<file path="src/design/ssr_pkg.sv">
`timescale 1ns / 1ps
package ssr_pkg;

  // Register bytes hold at most eight pattern or replacement bytes.
  localparam int REG_BYTES = 8;
  localparam int LEN_W     = 4;
  localparam int DATA_W    = 64;
  localparam int CFG_IDX_W = 2;

  // Longest run of results that one input byte can cause.
  localparam int RUN_MAX = 8;
  localparam int IDX_W   = $clog2(RUN_MAX);

  // Jobs waiting between the front and the back.
  localparam int QUEUE_DEPTH = 2;
  localparam int PTR_W       = (QUEUE_DEPTH > 1) ? $clog2(QUEUE_DEPTH) : 1;
  localparam int QCNT_W      = $clog2(QUEUE_DEPTH + 1);

  typedef enum logic [CFG_IDX_W-1:0] {
    REG_PATTERN_LENGTH     = 2'd0,
    REG_PATTERN_BYTES      = 2'd1,
    REG_REPLACEMENT_LENGTH = 2'd2,
    REG_REPLACEMENT_BYTES  = 2'd3
  } ssr_reg_t;

  // One job: the bytes that one input causes, and whether it closes the text.
  typedef struct packed {
    logic [RUN_MAX-1:0][7:0] bytes;
    logic [LEN_W-1:0]        count;
    logic                    end_flag;
  } ssr_job_t;

  typedef struct packed {
    logic     valid;
    ssr_job_t job;
  } ssr_push_t;

  typedef struct packed {
    logic     valid;
    ssr_job_t job;
  } ssr_head_t;

endpackage

</file>
<file path="src/design/ssr_in_if.sv">
`timescale 1ns / 1ps
interface ssr_in_if;
  logic       valid;
  logic       ready;
  logic [7:0] in_byte;
  logic       end_of_stream;

  modport source (output valid, output in_byte, output end_of_stream, input ready);
  modport sink (input valid, input in_byte, input end_of_stream, output ready);
endinterface

</file>
<file path="src/design/ssr_out_if.sv">
`timescale 1ns / 1ps
interface ssr_out_if;
  logic       valid;
  logic       ready;
  logic [7:0] out_byte;
  logic       byte_valid;
  logic       stream_done;
  logic       last_of_run;

  modport source (output valid, output out_byte, output byte_valid, output stream_done,
                  output last_of_run, input ready);
  modport sink (input valid, input out_byte, input byte_valid, input stream_done,
                input last_of_run, output ready);
endinterface

</file>
<file path="src/design/ssr_cfg_if.sv">
`timescale 1ns / 1ps
interface ssr_cfg_if;
  logic                            valid;
  logic                            ready;
  logic [ssr_pkg::CFG_IDX_W-1:0]   reg_index;
  logic [ssr_pkg::DATA_W-1:0]      wdata;

  modport source (output valid, output reg_index, output wdata, input ready);
  modport sink (input valid, input reg_index, input wdata, output ready);
endinterface

</file>
<file path="src/design/ssr_front.sv">
`timescale 1ns / 1ps
module ssr_front #(
  parameter int MAX_PATTERN     = 8,
  parameter int MAX_REPLACEMENT = 8
) (
  input  logic                clk,
  input  logic                rst_n,
  ssr_cfg_if.sink             cfg,
  ssr_in_if.sink              in,
  input  logic                queue_full,
  output ssr_pkg::ssr_push_t  push
);

  localparam int WIN   = (MAX_PATTERN < ssr_pkg::REG_BYTES) ? MAX_PATTERN
                                                            : ssr_pkg::REG_BYTES;
  localparam int RCAP  = (MAX_REPLACEMENT < ssr_pkg::REG_BYTES) ? MAX_REPLACEMENT
                                                                : ssr_pkg::REG_BYTES;
  localparam int CNT_W = $clog2(WIN + 1);

  logic [ssr_pkg::LEN_W-1:0]  pat_len_r, rep_len_r;
  logic [ssr_pkg::DATA_W-1:0] pat_bytes_r, rep_bytes_r;
  logic [WIN-1:0][7:0]        win_r, win_nxt;
  logic [CNT_W-1:0]           cnt_r, cnt_nxt;

  logic [WIN-1:0][7:0]        win_app;
  logic [CNT_W-1:0]           cnt_app;
  logic [ssr_pkg::LEN_W-1:0]  plen, rlen;
  logic                       full_win, hit, in_fire, cfg_fire;
  ssr_pkg::ssr_job_t          job;

  assign cfg.ready = 1'b1;
  assign cfg_fire  = cfg.valid;
  assign in.ready  = !queue_full;
  assign in_fire   = in.valid && !queue_full;

  assign plen = (pat_len_r > ssr_pkg::LEN_W'(WIN)) ? ssr_pkg::LEN_W'(WIN) : pat_len_r;
  assign rlen = (rep_len_r > ssr_pkg::LEN_W'(RCAP)) ? ssr_pkg::LEN_W'(RCAP) : rep_len_r;

  always_ff @(posedge clk) begin
    if (!rst_n) begin
      pat_len_r   <= '0;
      pat_bytes_r <= '0;
      rep_len_r   <= '0;
      rep_bytes_r <= '0;
    end else if (cfg_fire) begin
      unique case (ssr_pkg::ssr_reg_t'(cfg.reg_index))
        ssr_pkg::REG_PATTERN_LENGTH:     pat_len_r   <= cfg.wdata[ssr_pkg::LEN_W-1:0];
        ssr_pkg::REG_PATTERN_BYTES:      pat_bytes_r <= cfg.wdata;
        ssr_pkg::REG_REPLACEMENT_LENGTH: rep_len_r   <= cfg.wdata[ssr_pkg::LEN_W-1:0];
        ssr_pkg::REG_REPLACEMENT_BYTES:  rep_bytes_r <= cfg.wdata;
        default: ;
      endcase
    end
  end

  // Window with the new byte appended, and the match check once it is full.
  always_comb begin
    for (int i = 0; i < WIN; i++) begin
      win_app[i] = (CNT_W'(i) == cnt_r) ? in.in_byte : win_r[i];
    end
    cnt_app  = cnt_r + CNT_W'(1);
    full_win = (ssr_pkg::LEN_W'(cnt_app) == plen);
    hit      = 1'b1;
    for (int i = 0; i < WIN; i++) begin
      if (ssr_pkg::LEN_W'(i) < plen && win_app[i] != pat_bytes_r[8*i +: 8]) begin
        hit = 1'b0;
      end
    end
  end

  always_comb begin
    job          = '0;
    job.end_flag = in.end_of_stream;
    win_nxt      = win_r;
    cnt_nxt      = cnt_r;
    if (plen == '0) begin
      job.bytes[0] = in.in_byte;
      job.count    = ssr_pkg::LEN_W'(1);
    end else if (full_win && hit) begin
      job.bytes = rep_bytes_r;
      job.count = rlen;
      cnt_nxt   = '0;
    end else if (in.end_of_stream) begin
      // A miss at end of stream, or a short window, flushes every pending byte.
      for (int i = 0; i < WIN; i++) begin
        job.bytes[i] = win_app[i];
      end
      job.count = ssr_pkg::LEN_W'(cnt_app);
      cnt_nxt   = '0;
    end else if (full_win) begin
      job.bytes[0] = win_app[0];
      job.count    = ssr_pkg::LEN_W'(1);
      for (int i = 0; i < WIN - 1; i++) begin
        win_nxt[i] = win_app[i + 1];
      end
      win_nxt[WIN-1] = 8'h00;
      cnt_nxt        = CNT_W'(plen - ssr_pkg::LEN_W'(1));
    end else begin
      win_nxt = win_app;
      cnt_nxt = cnt_app;
    end
  end

  assign push.valid = in_fire && (job.count != '0 || job.end_flag);
  assign push.job   = job;

  always_ff @(posedge clk) begin
    if (!rst_n) begin
      cnt_r <= '0;
    end else if (cfg_fire &&
                 (ssr_pkg::ssr_reg_t'(cfg.reg_index) == ssr_pkg::REG_PATTERN_LENGTH ||
                  ssr_pkg::ssr_reg_t'(cfg.reg_index) == ssr_pkg::REG_PATTERN_BYTES)) begin
      cnt_r <= '0;
    end else if (in_fire) begin
      cnt_r <= cnt_nxt;
    end
  end

  always_ff @(posedge clk) begin
    if (in_fire) begin
      win_r <= win_nxt;
    end
  end

endmodule

</file>
<file path="src/design/ssr_queue.sv">
`timescale 1ns / 1ps
module ssr_queue (
  input  logic                clk,
  input  logic                rst_n,
  input  ssr_pkg::ssr_push_t  push,
  output logic                full,
  input  logic                pop,
  output ssr_pkg::ssr_head_t  head
);

  ssr_pkg::ssr_job_t                  mem_r [ssr_pkg::QUEUE_DEPTH];
  logic [ssr_pkg::PTR_W-1:0]          wr_ptr_r, rd_ptr_r;
  logic [ssr_pkg::QCNT_W-1:0]         cnt_r;
  logic                               do_push;

  assign full       = (cnt_r == ssr_pkg::QCNT_W'(ssr_pkg::QUEUE_DEPTH));
  assign do_push    = push.valid && !full;
  assign head.valid = (cnt_r != '0);
  assign head.job   = mem_r[rd_ptr_r];

  function automatic logic [ssr_pkg::PTR_W-1:0] ptr_inc(input logic [ssr_pkg::PTR_W-1:0] p);
    ptr_inc = (p == ssr_pkg::PTR_W'(ssr_pkg::QUEUE_DEPTH - 1)) ? '0 : p + ssr_pkg::PTR_W'(1);
  endfunction

  always_ff @(posedge clk) begin
    if (do_push) begin
      mem_r[wr_ptr_r] <= push.job;
    end
  end

  always_ff @(posedge clk) begin
    if (!rst_n) begin
      wr_ptr_r <= '0;
      rd_ptr_r <= '0;
      cnt_r    <= '0;
    end else begin
      if (do_push) begin
        wr_ptr_r <= ptr_inc(wr_ptr_r);
      end
      if (pop) begin
        rd_ptr_r <= ptr_inc(rd_ptr_r);
      end
      cnt_r <= cnt_r + ssr_pkg::QCNT_W'(do_push) - ssr_pkg::QCNT_W'(pop);
    end
  end

endmodule

</file>
<file path="src/design/ssr_back.sv">
`timescale 1ns / 1ps
module ssr_back (
  input  logic                clk,
  input  logic                rst_n,
  input  ssr_pkg::ssr_head_t  head,
  output logic                pop,
  ssr_out_if.source           out
);

  logic [ssr_pkg::IDX_W-1:0] idx_r;
  logic                      out_valid_r;
  logic [7:0]                byte_r;
  logic                      byte_valid_r, done_r, last_r;
  logic                      load, is_last, bare;

  assign bare    = (head.job.count == '0);
  assign is_last = bare ||
                   ({1'b0, idx_r} + ssr_pkg::LEN_W'(1) == head.job.count);
  assign load    = head.valid && (!out_valid_r || out.ready);
  assign pop     = load && is_last;

  always_ff @(posedge clk) begin
    if (!rst_n) begin
      idx_r       <= '0;
      out_valid_r <= 1'b0;
    end else begin
      if (load) begin
        idx_r <= is_last ? '0 : idx_r + ssr_pkg::IDX_W'(1);
      end
      if (load) begin
        out_valid_r <= 1'b1;
      end else if (out.ready) begin
        out_valid_r <= 1'b0;
      end
    end
  end

  always_ff @(posedge clk) begin
    if (load) begin
      byte_r       <= bare ? 8'h00 : head.job.bytes[idx_r];
      byte_valid_r <= !bare;
      last_r       <= is_last;
      done_r       <= is_last && head.job.end_flag;
    end
  end

  assign out.valid       = out_valid_r;
  assign out.out_byte    = byte_r;
  assign out.byte_valid  = byte_valid_r;
  assign out.stream_done = done_r;
  assign out.last_of_run = last_r;

  // A run that has started keeps its job at the queue head until it is done.
  a_run_holds_head: assert property (@(posedge clk) disable iff (!rst_n)
    idx_r != '0 |-> head.valid)
    else $error("run index advanced without a job at the queue head");

  a_idx_in_run: assert property (@(posedge clk) disable iff (!rst_n)
    head.valid && !bare |-> {1'b0, idx_r} < head.job.count)
    else $error("run index beyond the job byte count");

  a_pop_moves_index_home: assert property (@(posedge clk) disable iff (!rst_n)
    pop |=> idx_r == '0)
    else $error("run index not cleared after the job left the queue");

  a_done_closes_run: assert property (@(posedge clk) disable iff (!rst_n)
    load && head.job.end_flag && is_last |=> out_valid_r && done_r && last_r)
    else $error("end of text not marked on the last result of its run");

endmodule

</file>
<file path="src/design/stream_search_replace.sv">
`timescale 1ns / 1ps
// Path: a byte accepted on in_ch is written as a job into the queue, and its first result is
// then loaded into the registered output stage that drives out_ch.
// Throughput: one input transaction per cycle while each causes at most one result and out_ch
// is ready; the output sequencer sends one result per cycle while out_ch is ready.
// Reset (rst_n low at a clock edge): registers, window and queue are emptied, output invalid.
module stream_search_replace #(
  parameter int MAX_PATTERN     = 8,
  parameter int MAX_REPLACEMENT = 8
) (
  input  logic      clk,
  input  logic      rst_n,
  ssr_cfg_if.sink   cfg_ch,
  ssr_in_if.sink    in_ch,
  ssr_out_if.source out_ch
);

  // The front holds the configuration registers and the window of pending bytes. For each
  // input transaction it decides at once whether the window matched, missed or is flushed,
  // and packs every byte that transaction causes into one job.
  ssr_pkg::ssr_push_t push;
  ssr_pkg::ssr_head_t head;
  logic               queue_full;
  logic               pop;

  ssr_front #(
    .MAX_PATTERN     (MAX_PATTERN),
    .MAX_REPLACEMENT (MAX_REPLACEMENT)
  ) u_front (
    .clk        (clk),
    .rst_n      (rst_n),
    .cfg        (cfg_ch),
    .in         (in_ch),
    .queue_full (queue_full),
    .push       (push)
  );

  // The short job queue lets the front keep taking bytes while the back is still sending a
  // multi-byte replacement or a flush, and lets the back drain while the source idles.
  ssr_queue u_queue (
    .clk   (clk),
    .rst_n (rst_n),
    .push  (push),
    .full  (queue_full),
    .pop   (pop),
    .head  (head)
  );

  // The back walks each job one byte per cycle, while the sink is ready, into a registered
  // output stage; the sink's ready feeds the queue's pop directly, but not the input ready.
  ssr_back u_back (
    .clk   (clk),
    .rst_n (rst_n),
    .head  (head),
    .pop   (pop),
    .out   (out_ch)
  );

endmodule
</file>
<file path="src/flat_wrapper.sv">
// flat-port wrapper written by rule: the top's interface ports become plain ports
module stream_search_replace_flat 
#(
  parameter int MAX_PATTERN     = 8,
  parameter int MAX_REPLACEMENT = 8
)
  (clk, rst_n, cfg_ch_valid, cfg_ch_reg_index, cfg_ch_wdata, cfg_ch_ready, in_ch_valid, in_ch_in_byte, in_ch_end_of_stream, in_ch_ready, out_ch_valid, out_ch_out_byte, out_ch_byte_valid, out_ch_stream_done, out_ch_last_of_run, out_ch_ready);
  ssr_cfg_if cfg_ch_i ();
  ssr_in_if in_ch_i ();
  ssr_out_if out_ch_i ();
  input  logic clk;
  input  logic rst_n;
  input wire logic [$bits(cfg_ch_i.valid)-1:0] cfg_ch_valid;
  input wire logic [$bits(cfg_ch_i.reg_index)-1:0] cfg_ch_reg_index;
  input wire logic [$bits(cfg_ch_i.wdata)-1:0] cfg_ch_wdata;
  output wire logic [$bits(cfg_ch_i.ready)-1:0] cfg_ch_ready;
  input wire logic [$bits(in_ch_i.valid)-1:0] in_ch_valid;
  input wire logic [$bits(in_ch_i.in_byte)-1:0] in_ch_in_byte;
  input wire logic [$bits(in_ch_i.end_of_stream)-1:0] in_ch_end_of_stream;
  output wire logic [$bits(in_ch_i.ready)-1:0] in_ch_ready;
  output wire logic [$bits(out_ch_i.valid)-1:0] out_ch_valid;
  output wire logic [$bits(out_ch_i.out_byte)-1:0] out_ch_out_byte;
  output wire logic [$bits(out_ch_i.byte_valid)-1:0] out_ch_byte_valid;
  output wire logic [$bits(out_ch_i.stream_done)-1:0] out_ch_stream_done;
  output wire logic [$bits(out_ch_i.last_of_run)-1:0] out_ch_last_of_run;
  input wire logic [$bits(out_ch_i.ready)-1:0] out_ch_ready;
  assign cfg_ch_i.valid = cfg_ch_valid;
  assign cfg_ch_i.reg_index = cfg_ch_reg_index;
  assign cfg_ch_i.wdata = cfg_ch_wdata;
  assign cfg_ch_ready = cfg_ch_i.ready;
  assign in_ch_i.valid = in_ch_valid;
  assign in_ch_i.in_byte = in_ch_in_byte;
  assign in_ch_i.end_of_stream = in_ch_end_of_stream;
  assign in_ch_ready = in_ch_i.ready;
  assign out_ch_valid = out_ch_i.valid;
  assign out_ch_out_byte = out_ch_i.out_byte;
  assign out_ch_byte_valid = out_ch_i.byte_valid;
  assign out_ch_stream_done = out_ch_i.stream_done;
  assign out_ch_last_of_run = out_ch_i.last_of_run;
  assign out_ch_i.ready = out_ch_ready;
  stream_search_replace #(.MAX_PATTERN(MAX_PATTERN), .MAX_REPLACEMENT(MAX_REPLACEMENT)) u_core (.clk(clk), .rst_n(rst_n), .cfg_ch(cfg_ch_i), .in_ch(in_ch_i), .out_ch(out_ch_i));
endmodule
</file>
<file path="config.mk">
export PLATFORM = sky130hd
export DESIGN_NAME = stream_search_replace_flat
export DESIGN_NICKNAME = d
export VERILOG_FILES = /design/src/design/ssr_pkg.sv /design/src/design/ssr_in_if.sv /design/src/design/ssr_out_if.sv /design/src/design/ssr_cfg_if.sv /design/src/design/ssr_front.sv /design/src/design/ssr_queue.sv /design/src/design/ssr_back.sv /design/src/design/stream_search_replace.sv /design/src/flat_wrapper.sv
export SDC_FILE = /design/constraint.sdc
export NUM_CORES = 1
export LEC_CHECK = 0
export ABC_AREA = 1
export BUFFER_PORTS_ARGS = -buffer_cell sky130_fd_sc_hd__buf_2
export CORE_UTILIZATION = 62
export DETAILED_ROUTE_END_ITERATION = 10
export PLACE_DENSITY = 0.83
export REMOVE_ABC_BUFFERS = 1
export SLEW_MARGIN = 5
export SYNTH_ARGS = -nofsm -noshare
export SYNTH_HDL_FRONTEND = slang
export SYNTH_HIERARCHICAL = 1
export SYNTH_SLANG_ARGS = --single-unit
</file>
<file path="constraint.sdc">
create_clock -name clk -period 8.51 [get_ports clk]
set_clock_uncertainty 0.05 [all_clocks]
set_input_delay 0.4255 -clock clk [delete_from_list [all_inputs] [get_ports clk]]
set_output_delay 0.4255 -clock clk [all_outputs]
set_load 0.05 [all_outputs]
</file>
==> reports/qor.txt <==
Commonest cells in the netlist - sky130_fd_sc_hd__nand2_1, sky130_fd_sc_hd__o21ai_0, sky130_fd_sc_hd__inv_1
Final critical-path required period - 6.05 ns
First-pass GRT wire length - 79100 um
RSZ-0062 raised after global routing - no
Remaining global-route overflow - 0
Number of cells in the finished layout apart from fillers - 2550
Highest fanout seen on the critical path - 36
# placed instances - 2480
Max_cap viols - 0
Cell with the most instances after synthesis - sky130_fd_sc_hd__nand2_1
Number of failing hold endpoints at the final stage - 0
Maximum buffer depth of the clock tree - 3
CTS sink cnt - 362
Total placed instance area - 0.0186 mm2
Synthesized flop and latch total - 362
Finished Cell Area - 0.0199 mm2
Syn Std Cell Area - 0.0182 mm2
Total length of routed wires - 52400 um
IO Port Bufs - 92
TritonCTS clock tree - yes
Die extent in y - 173 um
Synthesis-to-finish area growth - 9.11%
DP Wirelength - 35600 um
Placement-stage worst setup slack - 2.61 ns
Top FF cell, synth - sky130_fd_sc_hd__edfxtp_1
Total core area - 0.0288 mm2
Sort of element at the start of the critical path - flop
Arrival time reported for the critical path endpoint - 6.17 ns
Vias - 15.5k
Sequential-to-total area share from yosys stat - 51.5%
Outcome - finished clean
Maximum number of pins on one net before global-route repair - 129
Proportion of register bits with asynchronous set or reset after synthesis - 0%
Vias in the first global route - 14.1k
Worst vdd ir - 0.000174 V
Avg WL per Cell - 20.6 um
Slew @ Worst Pin - 1.15 ns
Final layout net count - 2227
H-tree Lvls - 2
Hold Slack - 0.133 ns
Clock Latency Late Sink - 0.53 ns
Max-slew violation count - 0
Detail Route Antenna Nets - 0
TritonCTS buffer count - 38
GPL Wtd Cong - 0.980
Die Area - 0.0301 mm2
Post-CTS setup buffer count - 0
Yosys cell types - 44
Total inserted antenna cells - 0
Hold-fix buffer count after cts - 0
Count of pins on the block boundary - 94
Reg clk slew, reported paths - 0.06 ns
Die X-Extent - 173 um
Highest clock rate - 0.165 GHz
Type of the worst setup path - reg -> reg
Initial Util - 63.3%
P_leak - 7.95 nW
GRT Overall Usage - 34.4%
Cell count after synthesis - 2120
Share of layout cells above drive strength 1 - 13.5%
Final cycle utilization of the critical path - 71.1%
Worst hold path class - in -> reg
Initial antenna violation count - 1
Total design power - 5.08 mW
Starting DRC count in detailed routing - 2233
Total number of placement rows - 62
Type of destination of the critical path - flop
Crit path required time - 8.63 ns
Setup violations, final - 0
Leading area contributor after synthesis - sky130_fd_sc_hd__edfxtp_1
Mean Syn Cell Area - 8.60 um2
Final setup margin - 2.46 ns
Number of flops mapped to enable cells by yosys - 213
Resized cells post-CTS - 0
Via density per instance - 6.07
Total DRC errors in the routed layout - 0
Clk Tree Root Cell - sky130_fd_sc_hd__clkbuf_16
Power density of the placed cells - 256 mW/mm2
Setup TNS - 0 ns
Yosys top cell area share - 35.1%
Pre-Repair DR Iteration Count - 6
Ranking of synthesized cells by area - sky130_fd_sc_hd__edfxtp_1, sky130_fd_sc_hd__dfxtp_1, sky130_fd_sc_hd__nand2_1, sky130_fd_sc_hd__o21ai_0, sky130_fd_sc_hd__a21oi_1
Max-slew headroom at the worst pin - 23.2%
Final core utilization - 69.1%
Warnings, synthesis - 6
-- cell usage in the layout, fill, tap and decap left out, drive strengths merged, types with 37 or more instances in the layout --
master	Yosys	final
nand3	167	167
a21oi	199	199
edfxtp	213	213
o21ai	276	276
inv	248	248
clkbuf	74	46
nand2	406	406
dfxtp	149	149
nor2	138	138
buf	58	108
mux2	69	69
a211oi	37	37
-- critical path: stages, from the launching register on --
cell and delay, ns:
sky130_fd_sc_hd__dfxtp_1 0.39, sky130_fd_sc_hd__inv_1 0.13, sky130_fd_sc_hd__ha_1 0.75, sky130_fd_sc_hd__nand3_2 0.47, sky130_fd_sc_hd__inv_1 0.37, sky130_fd_sc_hd__nand2_1 0.12
sky130_fd_sc_hd__nand2_1 0.15, sky130_fd_sc_hd__nand2_1 0.07, sky130_fd_sc_hd__nand2_1 0.07, sky130_fd_sc_hd__nand2_1 0.05, sky130_fd_sc_hd__nor2_1 0.11, sky130_fd_sc_hd__nand2_1 0.10
sky130_fd_sc_hd__nand2_1 0.08, sky130_fd_sc_hd__nand2_1 0.05, sky130_fd_sc_hd__inv_1 0.05, sky130_fd_sc_hd__nand2_1 0.05, sky130_fd_sc_hd__nand2_2 0.11, sky130_fd_sc_hd__nand2_2 0.34
sky130_fd_sc_hd__nand2_1 0.17, sky130_fd_sc_hd__nand3_1 0.12, sky130_fd_sc_hd__nand3_1 0.12, sky130_fd_sc_hd__nor2_1 0.08, sky130_fd_sc_hd__nor2_1 0.19, sky130_fd_sc_hd__nand2_1 0.15
sky130_fd_sc_hd__nor2_4 0.77, sky130_fd_sc_hd__buf_4 0.56
-- where the power goes --
part | internal (mW) | total (mW) | switching [mW]
registers | 2.15 | 2.22 | 0.0671
clock network | 0.961 | 1.65 | 0.691
logic | 0.370 | 1.21 | 0.842
total | 3.48 | 5.08 | 1.60
-- state kept, by name, indices dropped and copies added (netlist names), named ones only --
signal,cells
u_core/u_back/out.last_of_run,1
u_core/u_front/pat_len_r,4
u_core/u_queue/wr_ptr_r,1
u_core/u_back/out.byte_valid,1
u_core/u_queue/cnt_r,2
u_core/u_back/out.out_byte,8
u_core/u_front/win_r,64
u_core/u_front/pat_bytes_r,64
u_core/u_front/rep_len_r,4
u_core/u_front/rep_bytes_r,64
u_core/u_front/cnt_r,4
u_core/u_back/idx_r,3
u_core/u_queue/mem_r,138
u_core/u_queue/rd_ptr_r,1
u_core/u_back/out.valid,1
u_core/u_back/out.stream_done,1
-- path summary, 6_finish.rpt --
kind / from / end / slack [ns] / cells after the start
max: u_core/u_front/cnt_r[0] / u_core/u_queue/mem_r[0][27] / 2.46 / 25
min: cfg_ch_wdata[12] / u_core/u_front/rep_bytes_r[12] / 0.13 / 3
max reg2reg: u_core/u_front/cnt_r[0] / u_core/u_queue/mem_r[0][27] / 2.46 / 25
min reg2reg: u_core/u_front/rep_bytes_r[41] / u_core/u_front/rep_bytes_r[41] / 0.40 / 2
-- routing by layer --
layer  up-vias  wire length (um)  global-route usage [%]
met5         -                 0                       0
met4         0              2220                    15.2
met3       158              5320                    6.54
met2       917             22700                    51.2
met1      7177             22200                    48.9
li1       7226                 -                       -
-- kinds of logic after synthesis --
group	after synthesis	synth area share (%)
XOR/XNOR	7	0.336
AND/OR/NAND/NOR	726	16.9
multiplexers	77	4.91
adder cells (fa/ha/maj)	11	0.755
other	1	0.0206
AO/OA/AOI/OAI	554	16.6
flip-flops	362	51.5
buffers and inverters	382	8.97
-- layout make-up --
cell class,instances,area (um2)
clock inverters,24,218
inverters,250,938
well taps,384,480
multi-input cells,1376,7250
fillers,2298,8890
flip-flops and latches,362,9380
repair buffers,108,583
clock buffers,46,1030
(Power assumes the default switching activity.)
